<file path="src/rtl/core/dkt_pkg.sv">
// Package for the device key table: sizes, request and status codes, shared types.
// No dependencies.
package dkt_pkg;
  localparam int ENTRIES = 32;
  localparam int DESC_BYTES = 256;
  localparam int ENTRY_W = $clog2(ENTRIES);
  localparam int BYTE_W = $clog2(DESC_BYTES);
  localparam int MEM_DEPTH = ENTRIES * DESC_BYTES;
  localparam int MEM_AW = $clog2(MEM_DEPTH);

  localparam logic [2:0] REQ_ADD = 3'd0;
  localparam logic [2:0] REQ_REMOVE = 3'd1;
  localparam logic [2:0] REQ_FIND = 3'd2;
  localparam logic [2:0] REQ_STORE = 3'd3;
  localparam logic [2:0] REQ_READ = 3'd4;

  localparam logic [1:0] ST_OK = 2'd0;
  localparam logic [1:0] ST_BADARG = 2'd1;
  localparam logic [1:0] ST_NOTFOUND = 2'd2;
  localparam logic [1:0] ST_FULL = 2'd3;

  typedef struct packed {
    logic [2:0] req_type;
    logic [6:0] bus_number;
    logic [6:0] device_address;
    logic [15:0] vendor_id;
    logic [15:0] product_id;
    logic [2:0] link_speed;
    logic [7:0] byte_index;
    logic [7:0] byte_value;
    logic byte_last;
    logic [8:0] read_limit;
  } req_t;

  typedef struct packed {
    logic [1:0] status;
    logic [6:0] found_bus;
    logic [6:0] found_address;
    logic [8:0] desc_length;
    logic [7:0] read_byte;
  } rsp_t;

  // Search token that travels down the row of cells, one cell per cycle.
  typedef struct packed {
    logic active;
    logic key_hit;
    logic [ENTRY_W-1:0] key_idx;
    logic free_hit;
    logic [ENTRY_W-1:0] free_idx;
    logic find_hit;
    logic [6:0] find_bus;
    logic [6:0] find_addr;
    logic [8:0] key_len;
  } token_t;

  // Update command broadcast from the controller to one cell.
  typedef struct packed {
    logic en;
    logic [ENTRY_W-1:0] idx;
    logic set_used;
    logic clr_used;
    logic new_key;
    logic set_info;
    logic set_len;
    logic clr_len;
    logic [8:0] len;
  } upd_t;
endpackage

</file>
<file path="src/rtl/core/dkt_cell.sv">
// One table entry: holds its key and info, matches the request, passes a token on.
// Depends on dkt_pkg.
module dkt_cell (
  input  logic clk,
  input  logic rst,
  input  logic [dkt_pkg::ENTRY_W-1:0] my_idx,
  input  dkt_pkg::req_t req,
  input  dkt_pkg::upd_t upd,
  input  dkt_pkg::token_t tin,
  output dkt_pkg::token_t tout
);
  import dkt_pkg::*;

  logic used;
  logic [6:0] bus;
  logic [6:0] addr;
  logic [15:0] vendor;
  logic [15:0] product;
  logic [8:0] len;
  logic me;
  logic key_m;
  logic find_m;
  token_t t;

  assign me = upd.en && (upd.idx == my_idx);
  assign key_m = used && bus == req.bus_number && addr == req.device_address;
  assign find_m = used && vendor == req.vendor_id &&
                  (req.product_id == 16'd0 || product == req.product_id);

  always_comb begin
    t = tin;
    if (!tin.key_hit && key_m) begin
      t.key_hit = 1'b1;
      t.key_idx = my_idx;
      t.key_len = len;
    end
    if (!tin.free_hit && !used) begin
      t.free_hit = 1'b1;
      t.free_idx = my_idx;
    end
    if (!tin.find_hit && find_m) begin
      t.find_hit = 1'b1;
      t.find_bus = bus;
      t.find_addr = addr;
    end
  end

  always_ff @(posedge clk) begin
    if (rst) begin
      used <= 1'b0;
      tout.active <= 1'b0;
    end else begin
      tout.active <= tin.active;
      if (me && upd.set_used) used <= 1'b1;
      if (me && upd.clr_used) used <= 1'b0;
    end
    tout.key_hit <= t.key_hit;
    tout.key_idx <= t.key_idx;
    tout.free_hit <= t.free_hit;
    tout.free_idx <= t.free_idx;
    tout.find_hit <= t.find_hit;
    tout.find_bus <= t.find_bus;
    tout.find_addr <= t.find_addr;
    tout.key_len <= t.key_len;
    if (me && upd.new_key) begin
      bus <= req.bus_number;
      addr <= req.device_address;
    end
    if (me && upd.set_info) begin
      vendor <= req.vendor_id;
      product <= req.product_id;
    end
    if (me && upd.clr_len) len <= 9'd0;
    if (me && upd.set_len) len <= upd.len;
  end
endmodule

</file>
<file path="config.mk">
export PLATFORM = sky130hd
export DESIGN_NAME = dkt_cell
export DESIGN_NICKNAME = d
export VERILOG_FILES = /design/src/rtl/core/dkt_pkg.sv /design/src/rtl/core/dkt_cell.sv
export SDC_FILE = /design/constraint.sdc
export NUM_CORES = 1
export LEC_CHECK = 0
export BUFFER_PORTS_ARGS = -buffer_cell sky130_fd_sc_hd__buf_2
export CORE_AREA = 2 2 76 107
export DETAILED_ROUTE_END_ITERATION = 12
export DIE_AREA = 0 0 78 109
export GPL_TIMING_DRIVEN = 0
export PLACE_DENSITY = 0.83
export SLEW_MARGIN = 15
export SYNTH_ARGS = -nofsm -noshare
export SYNTH_HDL_FRONTEND = slang
export SYNTH_SLANG_ARGS = --single-unit
</file>
<file path="constraint.sdc">
create_clock -name clk -period 5.05 [get_ports clk]
set_input_delay 0.505 -clock clk [delete_from_list [all_inputs] [get_ports clk]]
set_output_delay 0.505 -clock clk [all_outputs]
set_load 0.03 [all_outputs]
</file>
==> summary.md, run 1 <==
| Metric | Value |
|---|---|
| Status | `complete, no violations` |
| Total track usage | `18.2%` |
| Routability cong. | `0.744` |
| Total CTS buffers | `9` |
| Tmin final | `2450 ps` |
| Critical path required time | `5030 ps` |
| CORE AREA | `0.00761 mm2` |
| DRT antenna net count | `0` |
| M1 GR Usage | `18.4%` |
| Nets | `525` |
| Gate Count Post-Synth | `224` |
| GR Overflow Total | `0` |
| Final hold slack | `323 ps` |
| HPWL Detailed | `5.88 mm` |
| FF-to-FF setup slack | `2830 ps` |
| Final setup TNS | `0 ps` |
| First-pass DRT Iterations | `4` |
| Fin area | `0.00462 mm2` |
| Max Cap Viol | `0` |
| Reg-to-Reg End | `tout[5]$_DFF_P_` |
| Post-synthesis mux area share | `11.3%` |
| CP Max Fanout | `32` |
| Synth cell count leaders | `55 x edfxtp_1, 44 x xor2_1, 38 x dfxtp_1` |
| Via density | `4.73` |
| Postcts setup bufs | `0` |
| Synth Area in Adders | `0%` |
| Antenna violations before repair | `0` |
| WS Path Type | `in -> reg` |
| Critical-path cell list | `buf_2 > xor2_1 > nor4_1 > and3_1 > clkbuf_1 > and2_2` |
| Ys flop type | `edfxtp_1` |
| Port Buffers | `147` |
| Slew headroom | `50.7%` |
| Cell taking the most area after synthesis | `edfxtp_1` |
| Slew at the pin closest to its max-slew limit | `740 ps` |
| Clock Skew | `7.78 ps` |
| Final Max Slew Viols | `0` |
| Die H | `109 um` |
| Clock latency on the worst-skew pair | `350 ps` |
| ANT cells | `0` |
| Worst EP arrival | `2430 ps` |
| Routed via count | `2,302` |
| CP max-delay cell | `and2_2` |
| Hold_sp | `upd[13]` |
| First-pass GRT wire length | `11.6 mm` |
| Number of global-route vias before repair | `2,568` |
| Yosys Warn Count | `0` |
| Sum of buffers and inverters on the critical path | `2` |
| Clock sink count | `93` |
| Achievable frequency | `409 MHz` |
| Number of top-level pins | `180` |
| Simple-Gate Fraction of Synth Area | `6.89%` |
| Synth Area in Compound Gates | `1.12%` |
| Synthesized Nets | `367` |
| Setup violators final | `0` |
| # fillers | `631` |
| Htree depth | `3` |
| Mapped cell area | `0.00358 mm2` |
| Busiest grt layer | `met2` |
| Delay-heaviest family, CP | `simple AND/OR/NAND/NOR gates` |
| Most common cell in the netlist | `edfxtp_1` |
| Pwr/cell area | `312 mW/mm2` |
| Drt drc | `0` |
| CP Launch Point | `my_idx[1]` |
| Fin crit share | `48.4%` |
| Multi-input logic area | `0.00114 mm2` |
| Die width | `78 um` |
| FF-to-FF path depth | `6` |
| Maximum buffer depth of the clock tree | `2` |
| Worst Hold End | `used$_SDFFE_PP0P_` |
| Seq/Total Area, Yosys | `67.4%` |
| EDFF count, synth | `55` |
| Largest net degree at the start of global routing | `33` |
| Final core occ | `60.8%` |
| Most area-consuming cells after synthesis | `edfxtp_1 46%, dfxtp_1 21%, xor2_1 11%, mux2_2 7.6%, mux2_4 3.8%` |
| RR Startpoint | `addr[3]$_DFFE_PP_` |
| Hold_buf cts | `0` |
| Drt wl/cell | `15.2 um` |
| XOR/XNOR share of the synthesized area | `12.5%` |
| Site Rows | `38` |
| Final WL | `7.42 mm` |
| Post-CTS sizing | `0` |
| WHS Path Cells | `2` |
| Seq cells post-synth | `93` |
| Worst hold path class | `in -> reg` |
| Largest family of logic cells by synthesized area | `XOR/XNOR gates` |
| Die area | `0.00850 mm2` |
| Met2 GRT Util | `33.9%` |
| Layout overhead on the synthesized area | `29.2%` |
| Initial core utilization | `47.0%` |
| Async SR Flop Fraction | `0%` |
| RSZ-0062 raised after global routing | `no` |
| CP Capture Type | `register` |
| Initial DRC Count | `119` |
| Worst ir drop on vdd | `0.204 mV` |
| Pleak | `1.93 nW` |
| Post-DP Area | `0.00444 mm2` |
| Met3 Usage GRT | `4.14%` |
| Clk slew on worst S/H paths | `80 ps` |
| CTS tree | `done` |
| Worst path max stage delay | `700 ps` |
| Synth top area share | `46.2%` |
| Mean Syn Cell Area | `16.0 um2` |
| Post-synthesis cell type count | `24` |
| Share of cells above drive strength 1 | `51.2%` |
| Final Hold Fails | `0` |
| Startpoint types | `input port` |
| Sequential standard cell area | `0.00241 mm2` |
| CTS root buf | `clkbuf_8` |
area by class of cell:
type	instances	area share, %
Sequential cell	93	52.2
Multi-Input combinational cell	128	24.6
Timing Repair Buffer	147	15.9
Clock buffer	11	2.84
Tap cell	100	2.71
Clock inverter	5	1.14
Buffer	3	0.595
per-layer routing:
| layer | wire (um) | share of wire (%) |
|---|---|---|
| met1 | 2800 | 38 |
| met2 | 3990 | 54 |
| met3 | 463 | 6.2 |
| met4 | 169 | 2.3 |
| met5 | 0 | 0 |
sequential cells by signal (all words and copies together) (netlist names):
name,flops
tout,37
product,16
used,1
vendor,16
len,9
addr,7
bus,7
report_power, final:
group | internal (mW) | switching (mW)
clock network | 0.227 | 0.238
registers | 0.822 | 0.00615
logic | 0.0688 | 0.0811
total | 1.12 | 0.325
per-stage QoR:
step | power, mW | instances | setup WS (ps)
2_1_floorplan | 0.918 | 224 | 2490
3_3_place_gp | 0.991 | 471 | 1810
3_5_place_dp | 0.997 | 471 | 2200
4_1_cts | 1.46 | 487 | 2580
5_1_grt | 1.50 | 487 | 2420
6_report | 1.44 | 487 | 2600
cell families after synthesis:
family	after synthesis
flops	93
xor+xnor	51
simple gates	40
mux	33
compound gates	4
buf+inv	3
worst max-delay path by stage:
stage	end	slack [ps]	cells after the start
global route	vendor[9]$_DFFE_PP_	2420	6
global placement	vendor[12]$_DFFE_PP_	1810	6
detailed placement	vendor[8]$_DFFE_PP_	2200	6
floorplan	product[0]$_DFFE_PP_	2490	5
CTS	vendor[15]$_DFFE_PP_	2580	6
finish	vendor[12]$_DFFE_PP_	2600	6
worst register-to-register path: stages, from the launching register on:
cell and delay, ps:
edfxtp_1 420, xnor2_1 170, nand4_1 130, nor4_1 290, nand3_1 360, clkbuf_1 370, mux2_2 360
placed cells by master (no fill, tap or decap):
cell type   count
xor2_1         44
nand3b_1        1
and3_1         10
nor3_1          2
nand2b_1        2
nand3_1         2
clkbuf_1        4
and2_1          1
nor2_1          1
nand4b_1        1
edfxtp_1       55
buf_2         147
clkbuf_8        9
bufinv_16       1
clkinv_2        3
and2_2          1
a211oi_1        1
nor2b_1         1
o21a_1          1
mux2_2         24
a21oi_1         1
xnor2_1         7
or2_2           1
nand4_1         3
nor4_1         14
mux2_4          9
buf_12          1
clkinvlp_4      1
a211oi_4        1
dfxtp_1        38
Power figures use the tool's default switching activity.
==> run 2: changes to the inputs <==
--- a/config.mk
+++ b/config.mk
@@ -5,12 +5,13 @@
 export SDC_FILE = /design/constraint.sdc
 export NUM_CORES = 1
 export LEC_CHECK = 0
+export ABC_AREA = 1
 export BUFFER_PORTS_ARGS = -buffer_cell sky130_fd_sc_hd__buf_2
-export CORE_AREA = 2 2 76 107
+export CORE_AREA = 2 2 81 115
 export DETAILED_ROUTE_END_ITERATION = 12
-export DIE_AREA = 0 0 78 109
+export DIE_AREA = 0 0 83 117
 export GPL_TIMING_DRIVEN = 0
-export PLACE_DENSITY = 0.83
+export PLACE_DENSITY = 0.78
 export SLEW_MARGIN = 15
 export SYNTH_ARGS = -nofsm -noshare
 export SYNTH_HDL_FRONTEND = slang
==> constraint.sdc (replaced) <==
create_clock -name clk -period 2.3 [get_ports clk]
set_input_delay 0.23 -clock clk [delete_from_list [all_inputs] [get_ports clk]]
set_output_delay 0.23 -clock clk [all_outputs]
set_load 0.03 [all_outputs]
==> run 2 against run 1 <==
Against the previous run: synthesized cell count rose by 100%; clock power rose to 3.0 times the previous value; clock skew fell by 3.5 ps; combinational power rose by 140%; global-route usage rose by 1.0 points; power rose by 150%; first-iteration DRC count rose by 53%.
==> summary.md, run 2 <==
| Metric | Value |
|---|---|
| Drt drc | `0 (unchanged)` |
| Pleak | `2.67 nW (+38%)` |
| Most frequent cells in the layout | `151 x buf_2, 147 x nand2_1, 81 x inv_1` |
| Setup violators final | `0 (unchanged)` |
| Biggest register | `tout` |
| Cell taking the most area after synthesis | `edfxtp_1` |
| CORE AREA | `0.00877 mm2 (+15%)` |
| Routability cong. | `0.768 (+3.2%)` |
| Pwr/cell area | `689 mW/mm2 (+120%)` |
| Layout overhead on the synthesized area | `29.7%` |
| Synth top area share | `41.4% (-4.8 points)` |
| Most common cell in the netlist | `nand2_1` |
| Htree depth | `3 (unchanged)` |
| DRT antenna net count | `0 (unchanged)` |
| Clk slew on worst S/H paths | `60 ps (-20 ps)` |
| Post-synthesis cell type count | `26 (+8.3%)` |
| Number of global-route vias before repair | `3,236 (+26%)` |
| Final Max Slew Viols | `0 (unchanged)` |
| ANT cells | `0 (unchanged)` |
| Synth Area in Adders | `0% (unchanged)` |
| Die H | `117 um (+7.3%)` |
| Yosys Warn Count | `0 (unchanged)` |
| CTS tree | `done` |
| Routed via count | `3,318 (+44%)` |
| Max FFs per register | `37 (unchanged)` |
| First-pass GRT wire length | `14.5 mm (+26%)` |
| Initial core utilization | `45.5% (-1.5 points)` |
| Ys flop type | `edfxtp_1` |
| Via density | `4.58 (-3.2%)` |
| Share of cells above drive strength 1 | `29.3% (-22 points)` |
| Seq cells post-synth | `93 (unchanged)` |
| Gate Count Post-Synth | `454 (+100%)` |
| Postcts setup bufs | `0 (unchanged)` |
| Drt wl/cell | `12.5 um (-18%)` |
| Hold_buf cts | `0 (unchanged)` |
| Mapped cell area | `0.00399 mm2 (+12%)` |
| Final core occ | `59.0% (-1.8 points)` |
| Synthesized Nets | `597 (+63%)` |
| Slew at the pin closest to its max-slew limit | `740 ps (+0.628 ps)` |
| Initial DRC Count | `182 (+53%)` |
| Max Cap Viol | `0 (unchanged)` |
| Clock Skew | `4.26 ps (-3.52 ps)` |
| Startpoint types | `input port` |
| Port Buffers | `147 (unchanged)` |
| Final Hold Fails | `0 (unchanged)` |
| CP Capture Type | `register` |
| Site Rows | `41 (+7.9%)` |
| Die width | `83 um (+6.4%)` |
| Nets | `756 (+44%)` |
| Achievable frequency | `566 MHz` |
| First-pass DRT Iterations | `4 (unchanged)` |
| Total track usage | `19.2% (+1.0 points)` |
| Synth cell count leaders | `147 x nand2_1, 81 x inv_1, 55 x edfxtp_1` |
| Worst hold path class | `in -> reg` |
| Synth Area in Compound Gates | `2.07% (+0.95 points)` |
| Fin crit share | `76.9%` |
| HPWL Detailed | `7.29 mm (+24%)` |
| CTS root buf | `clkbuf_16` |
| Final total power | `3.57 mW (+150%)` |
| GR Overflow Total | `0 (unchanged)` |
| Worst EP arrival | `1730 ps (-700 ps)` |
| Critical path required time | `2260 ps (-2770 ps)` |
| Clock sink count | `93 (unchanged)` |
| Tmin final | `1770 ps` |
| CP Max Fanout | `14 (-56%)` |
| Worst ir drop on vdd | `0.426 mV (+110%)` |
| Async SR Flop Fraction | `0% (unchanged)` |
| Seq/Total Area, Yosys | `60.4% (-7.0 points)` |
| Largest net degree at the start of global routing | `23 (-30%)` |
| XOR/XNOR share of the synthesized area | `2.63% (-9.9 points)` |
| Mean Syn Cell Area | `8.80 um2 (-45%)` |
| Clock latency on the worst-skew pair | `330 ps (-20 ps)` |
| Total CTS buffers | `9 (unchanged)` |
| Commonest non-fill, non-tap cell in the layout | `buf_2` |
| Die area | `0.00971 mm2 (+14%)` |
| Slew headroom | `50.6% (-0.095 points)` |
| WS Path Type | `in -> reg` |
| EDFF count, synth | `55 (unchanged)` |
| Post-CTS sizing | `0 (unchanged)` |
| Post-synthesis mux area share | `0.846% (-10 points)` |
| Largest family of logic cells by synthesized area | `simple AND/OR/NAND/NOR gates` |
| Antenna violations before repair | `0 (unchanged)` |
| RSZ-0062 raised after global routing | `no` |
| RR Startpoint | `addr[0]$_DFFE_PP_` |
| Final hold slack | `65.2 ps (-258 ps)` |
| Final setup TNS | `0 ps (unchanged)` |
| Number of top-level pins | `180 (unchanged)` |
| Most area-consuming cells after synthesis | `edfxtp_1 41%, dfxtp_1 19%, nand2_1 14%, inv_1 7.6%, nor2_1 4.5%` |
| CP Launch Point | `my_idx[0]` |
| Simple-Gate Fraction of Synth Area | `25.5% (+19 points)` |
| Biggest regs | `tout: 37 flops, product: 16 flops, vendor: 16 flops` |
| Hold_sp | `rst` |
| Status | `complete, no violations` |
| Maximum buffer depth of the clock tree | `2 (unchanged)` |
| Final WL | `9.07 mm (+22%)` |
-- run 2: power breakdown --
| part | total [mW] | switching, mW | internal (mW) | leakage, nW |
|---|---|---|---|---|
| Combinational | 0.362 | 0.216 | 0.146 | 1.73 |
| Sequential | 1.83 | 0.0152 | 1.81 | 0.797 |
| Clock | 1.38 | 0.592 | 0.787 | 0.142 |
-- run 2: worst paths after layout --
| check | slack, ps | cells after the start | end |
|---|---|---|---|
| worst max-delay path | 530 | 6 | bus[0]$_DFFE_PP_ |
| worst min-delay path | 70 | 2 | tout[36]$_SDFF_PP0_ |
| worst max register to register | 670 | 9 | tout[5]$_DFF_P_ |
| worst min register to register | 470 | 2 | tout[0]$_DFF_P_ |
-- run 2: area by class of cell --
type | count | area [um2]
Fill cell | 763 | 3590
Sequential cell | 93 | 2410
Multi-Input combinational cell | 274 | 1250
Timing Repair Buffer | 148 | 763
Inverter | 81 | 304
Clock buffer | 11 | 254
Tap cell | 107 | 134
Buffer | 6 | 38.8
Clock inverter | 5 | 23.8
-- run 2: worst max-delay path, cell delays in order --
cell and delay, ps:
buf_2 120, inv_1 90, o22ai_1 80, a21oi_1 240, nand3_1 310, nor2_2 660
-- run 2: per-layer routing --
layer  part of all wire [%]  track usage (%)  wire [um]
met2                     52             35.9       4760
met3                    6.9             5.33        627
met5                      0                0          0
met1                     39             19.8       3500
met4                    2.1             9.73        188
-- run 2: logic make-up (layout without fill, tap and decap cells) --
kind of cell / count (synthesis) / count (layout)
muxes: 3 / 3
buffers and inverters: 87 / 251
DFF: 93 / 93
and+or+nand+nor: 245 / 245
xor gates and xnor gates: 12 / 12
AOI/OAI and AO/OA: 14 / 14
-- run 2: per-stage QoR --
step,instances,setup WS [ps],area [um2]
finish,725,532,5180
global route,725,453,5180
CTS,725,167,5180
detailed placement,709,-193,4900
global placement,708,-318,4870
floorplan,454,350,4000
==> run 3: changes to the inputs <==
--- a/config.mk
+++ b/config.mk
@@ -7,11 +7,11 @@
 export LEC_CHECK = 0
 export ABC_AREA = 1
 export BUFFER_PORTS_ARGS = -buffer_cell sky130_fd_sc_hd__buf_2
-export CORE_AREA = 2 2 81 115
+export CORE_AREA = 2 2 86 121
 export DETAILED_ROUTE_END_ITERATION = 12
-export DIE_AREA = 0 0 83 117
+export DIE_AREA = 0 0 88 123
 export GPL_TIMING_DRIVEN = 0
-export PLACE_DENSITY = 0.78
+export PLACE_DENSITY = 0.74
 export SLEW_MARGIN = 15
 export SYNTH_ARGS = -nofsm -noshare
 export SYNTH_HDL_FRONTEND = slang
==> constraint.sdc (replaced) <==
create_clock -name clk -period 1.49 [get_ports clk]
set_input_delay 0.149 -clock clk [delete_from_list [all_inputs] [get_ports clk]]
set_output_delay 0.149 -clock clk [all_outputs]
set_load 0.03 [all_outputs]
==> run 3 against run 2 <==
Against the previous run: the run now ends with negative setup slack left; cell count increased by 8.7%; global-route usage increased by 0.50 points; wire length rose by 16%; combinational power grew 77%; sequential share of layout area down 4.6 points; utilization hardly changed; clock power grew 75%; register-to-register slack worse by 700 ps; first-iteration DRC count decreased by 28%; flip-flop and latch count unchanged; setup slack worse by 670 ps; worst hold slack got worse by 57 ps.
==> summary.md, run 3 (synthesis gave the netlist of run 2 again) <==
| Metric | Value |
|---|---|
| Status | `complete, but fails checks` |
| Failing checks | `negative setup slack` |
| Number of global-route vias before repair | `3,571 (+10%)` |
| Largest net degree at the start of global routing | `17 (-26%)` |
| Site Rows | `43 (+4.9%)` |
| Fin area | `0.00575 mm2 (+11%)` |
| Worst hold path class | `in -> reg` |
| Total track usage | `19.7% (+0.50 points)` |
| Setup violators final | `46 (+46)` |
| CTS root buf | `clkbuf_16` |
| Biggest regs | `tout: 37 flops, product: 16 flops, vendor: 16 flops` |
| GR Overflow Total | `0 (unchanged)` |
| Worst EP arrival | `1600 ps (-130 ps)` |
| WS Path Type | `in -> reg` |
| Final Hold Fails | `0 (unchanged)` |
| Routability cong. | `0.823 (+7.1%)` |
| Number of top-level pins | `180 (unchanged)` |
| Critical path required time | `1460 ps (-800 ps)` |
| # fillers | `833 (+9.2%)` |
| Pleak | `2.86 nW (+7.1%)` |
| Nets | `790 (+4.5%)` |
| Sequential standard cell area | `0.00241 mm2 (about the same)` |
| Port Buffers | `147 (unchanged)` |
| Drt wl/cell | `13.3 um (+6.6%)` |
| Clock sink count | `93 (unchanged)` |
| Htree depth | `3 (unchanged)` |
| Final Worst Setup Slack | `-139 ps (-671 ps)` |
| Clk slew on worst S/H paths | `60 ps (about the same)` |
| CORE AREA | `0.00974 mm2 (+11%)` |
| First-pass GRT wire length | `16.2 mm (+11%)` |
| Worst ir drop on vdd | `0.583 mV (+37%)` |
| Pwr/cell area | `1020 mW/mm2 (+48%)` |
| Die width | `88 um (+6.0%)` |
| Total CTS buffers | `9 (unchanged)` |
| Clock latency on the worst-skew pair | `340 ps (about the same)` |
| Final setup TNS | `-3470 ps (-3470 ps)` |
| Via density | `4.47 (-2.3%)` |
| HPWL Detailed | `7.51 mm (+3.1%)` |
| Pre-CTS setup slack | `-569 ps (-376 ps)` |
| Share of cells above drive strength 1 | `36.3% (+7.1 points)` |
| Final Max Slew Viols | `0 (unchanged)` |
| First-pass DRT Iterations | `4 (unchanged)` |
| CP Max Fanout | `14 (unchanged)` |
| Slew headroom | `50.3% (-0.28 points)` |
| Slew at the pin closest to its max-slew limit | `744 ps (+4.14 ps)` |
| Max FFs per register | `37 (unchanged)` |
| Startpoint types | `input port` |
| Biggest register | `tout` |
| Multi-input logic area | `0.00141 mm2 (+13%)` |
| Max Cap Viol | `0 (unchanged)` |
| Drt drc | `0 (unchanged)` |
| Antenna violations before repair | `0 (unchanged)` |
| Initial core utilization | `41.0% (-4.5 points)` |
| CTS tree | `done` |
| CP Capture Type | `register` |
| DRT antenna net count | `0 (unchanged)` |
| Fin crit share | `109%` |
| Initial DRC Count | `131 (-28%)` |
| Commonest non-fill, non-tap cell in the layout | `buf_2` |
| Post-DP Area | `0.00491 mm2 (+0.31%)` |
| Fin cells | `788 (+8.7%)` |
| Die H | `123 um (+5.1%)` |
| Placed Instances | `736 (+3.8%)` |
| Routed via count | `3,522 (+6.1%)` |
| Maximum buffer depth of the clock tree | `2 (unchanged)` |
| Tmin final | `1630 ps` |
| Most frequent cells in the layout | `147 x buf_2, 122 x nand2_1, 77 x inv_1` |
| Die area | `0.0108 mm2 (+11%)` |
| Layout overhead on the synthesized area | `44.0%` |
| Achievable frequency | `614 MHz` |
| Final WL | `10.5 mm (+16%)` |
| RSZ-0062 raised after global routing | `yes` |
| Clock Skew | `7.83 ps (+3.56 ps)` |
==> run 3: cell types whose count changed in the layout (fill, tap and decap cells not counted), sizes merged <==
| cell | change |
|---|---|
| nor2 | +1 |
| nand2 | +1 |
| clkinv | -4 |
| dlygate4sd3 | +22 |
| diode | +1 |
| clkinvlp | +2 |
| bufinv | +1 |
| buf | +9 |
| clkbuf | +2 |
==> run 3: worst max-delay path: stages <==
cell and delay (ps):
buf_2 130, xor2_1 160, nor2_1 210, nand3_2 280, nor2_2 650
==> run 3: layer usage <==
metal | global-route usage [%] | up-vias | wire [um]
met4 | 9.13 | 0 | 257
met1 | 20.8 | 1575 | 3970
met3 | 5.14 | 22 | 665
li1 | - | 1811 | -
met2 | 35.9 | 114 | 5620
met5 | 0 | - | 0
==> run 3: path summary, 6_finish.rpt <==
path,startpoint,end,slack (ps),depth (start not counted)
worst min-delay path,tin[18],tout[18]$_DFF_P_,8,3
worst min register to register,len[3]$_SDFFCE_PN0P_,tout[3]$_DFF_P_,470,2
worst max-delay path,my_idx[2],addr[5]$_DFFE_PP_,-140,5
worst max register to register,addr[2]$_DFFE_PP_,tout[5]$_DFF_P_,-30,9
==> run 3: per-stage QoR <==
step	util, %	power [mW]	hold slack, ps
after floorplan	-	3.16	220
after global placement	50.5	3.42	318
after detailed placement	50.5	3.44	330
after CTS	57.7	5.89	0.0945
after global routing	59.0	6.08	1.34
final	59.1	5.88	7.78
==> run 3: timing repair <==
action / in CTS / in global routing
hold buffers: 21 / 1
buffers inserted: 7 / 4
setup endpoints to repair: 78 / 56
endpoints found under the hold margin: 21 / 1
gates cloned: 4 / 0
resized for setup: 34 / 28
pin swaps: 13 / 10
==> run 3: final cells by class <==
cell class / instances / area share [%]
flip-flops and latches: 93 / 42.0
diodes: 1 / 0.0435
inverters: 81 / 5.29
clock inverters: 4 / 0.936
clock buffers: 12 / 4.66
well taps: 135 / 2.94
multi-input cells: 276 / 24.5
plain buffers: 5 / 0.914
repair buffers: 181 / 18.8
==> run 3: where the power goes <==
| part | internal, mW | switching (mW) | total [mW] |
|---|---|---|---|
| Clock | 1.45 | 0.972 | 2.42 |
| Sequential | 2.79 | 0.0235 | 2.82 |
| Combinational | 0.274 | 0.364 | 0.639 |
| Total | 4.52 | 1.36 | 5.88 |
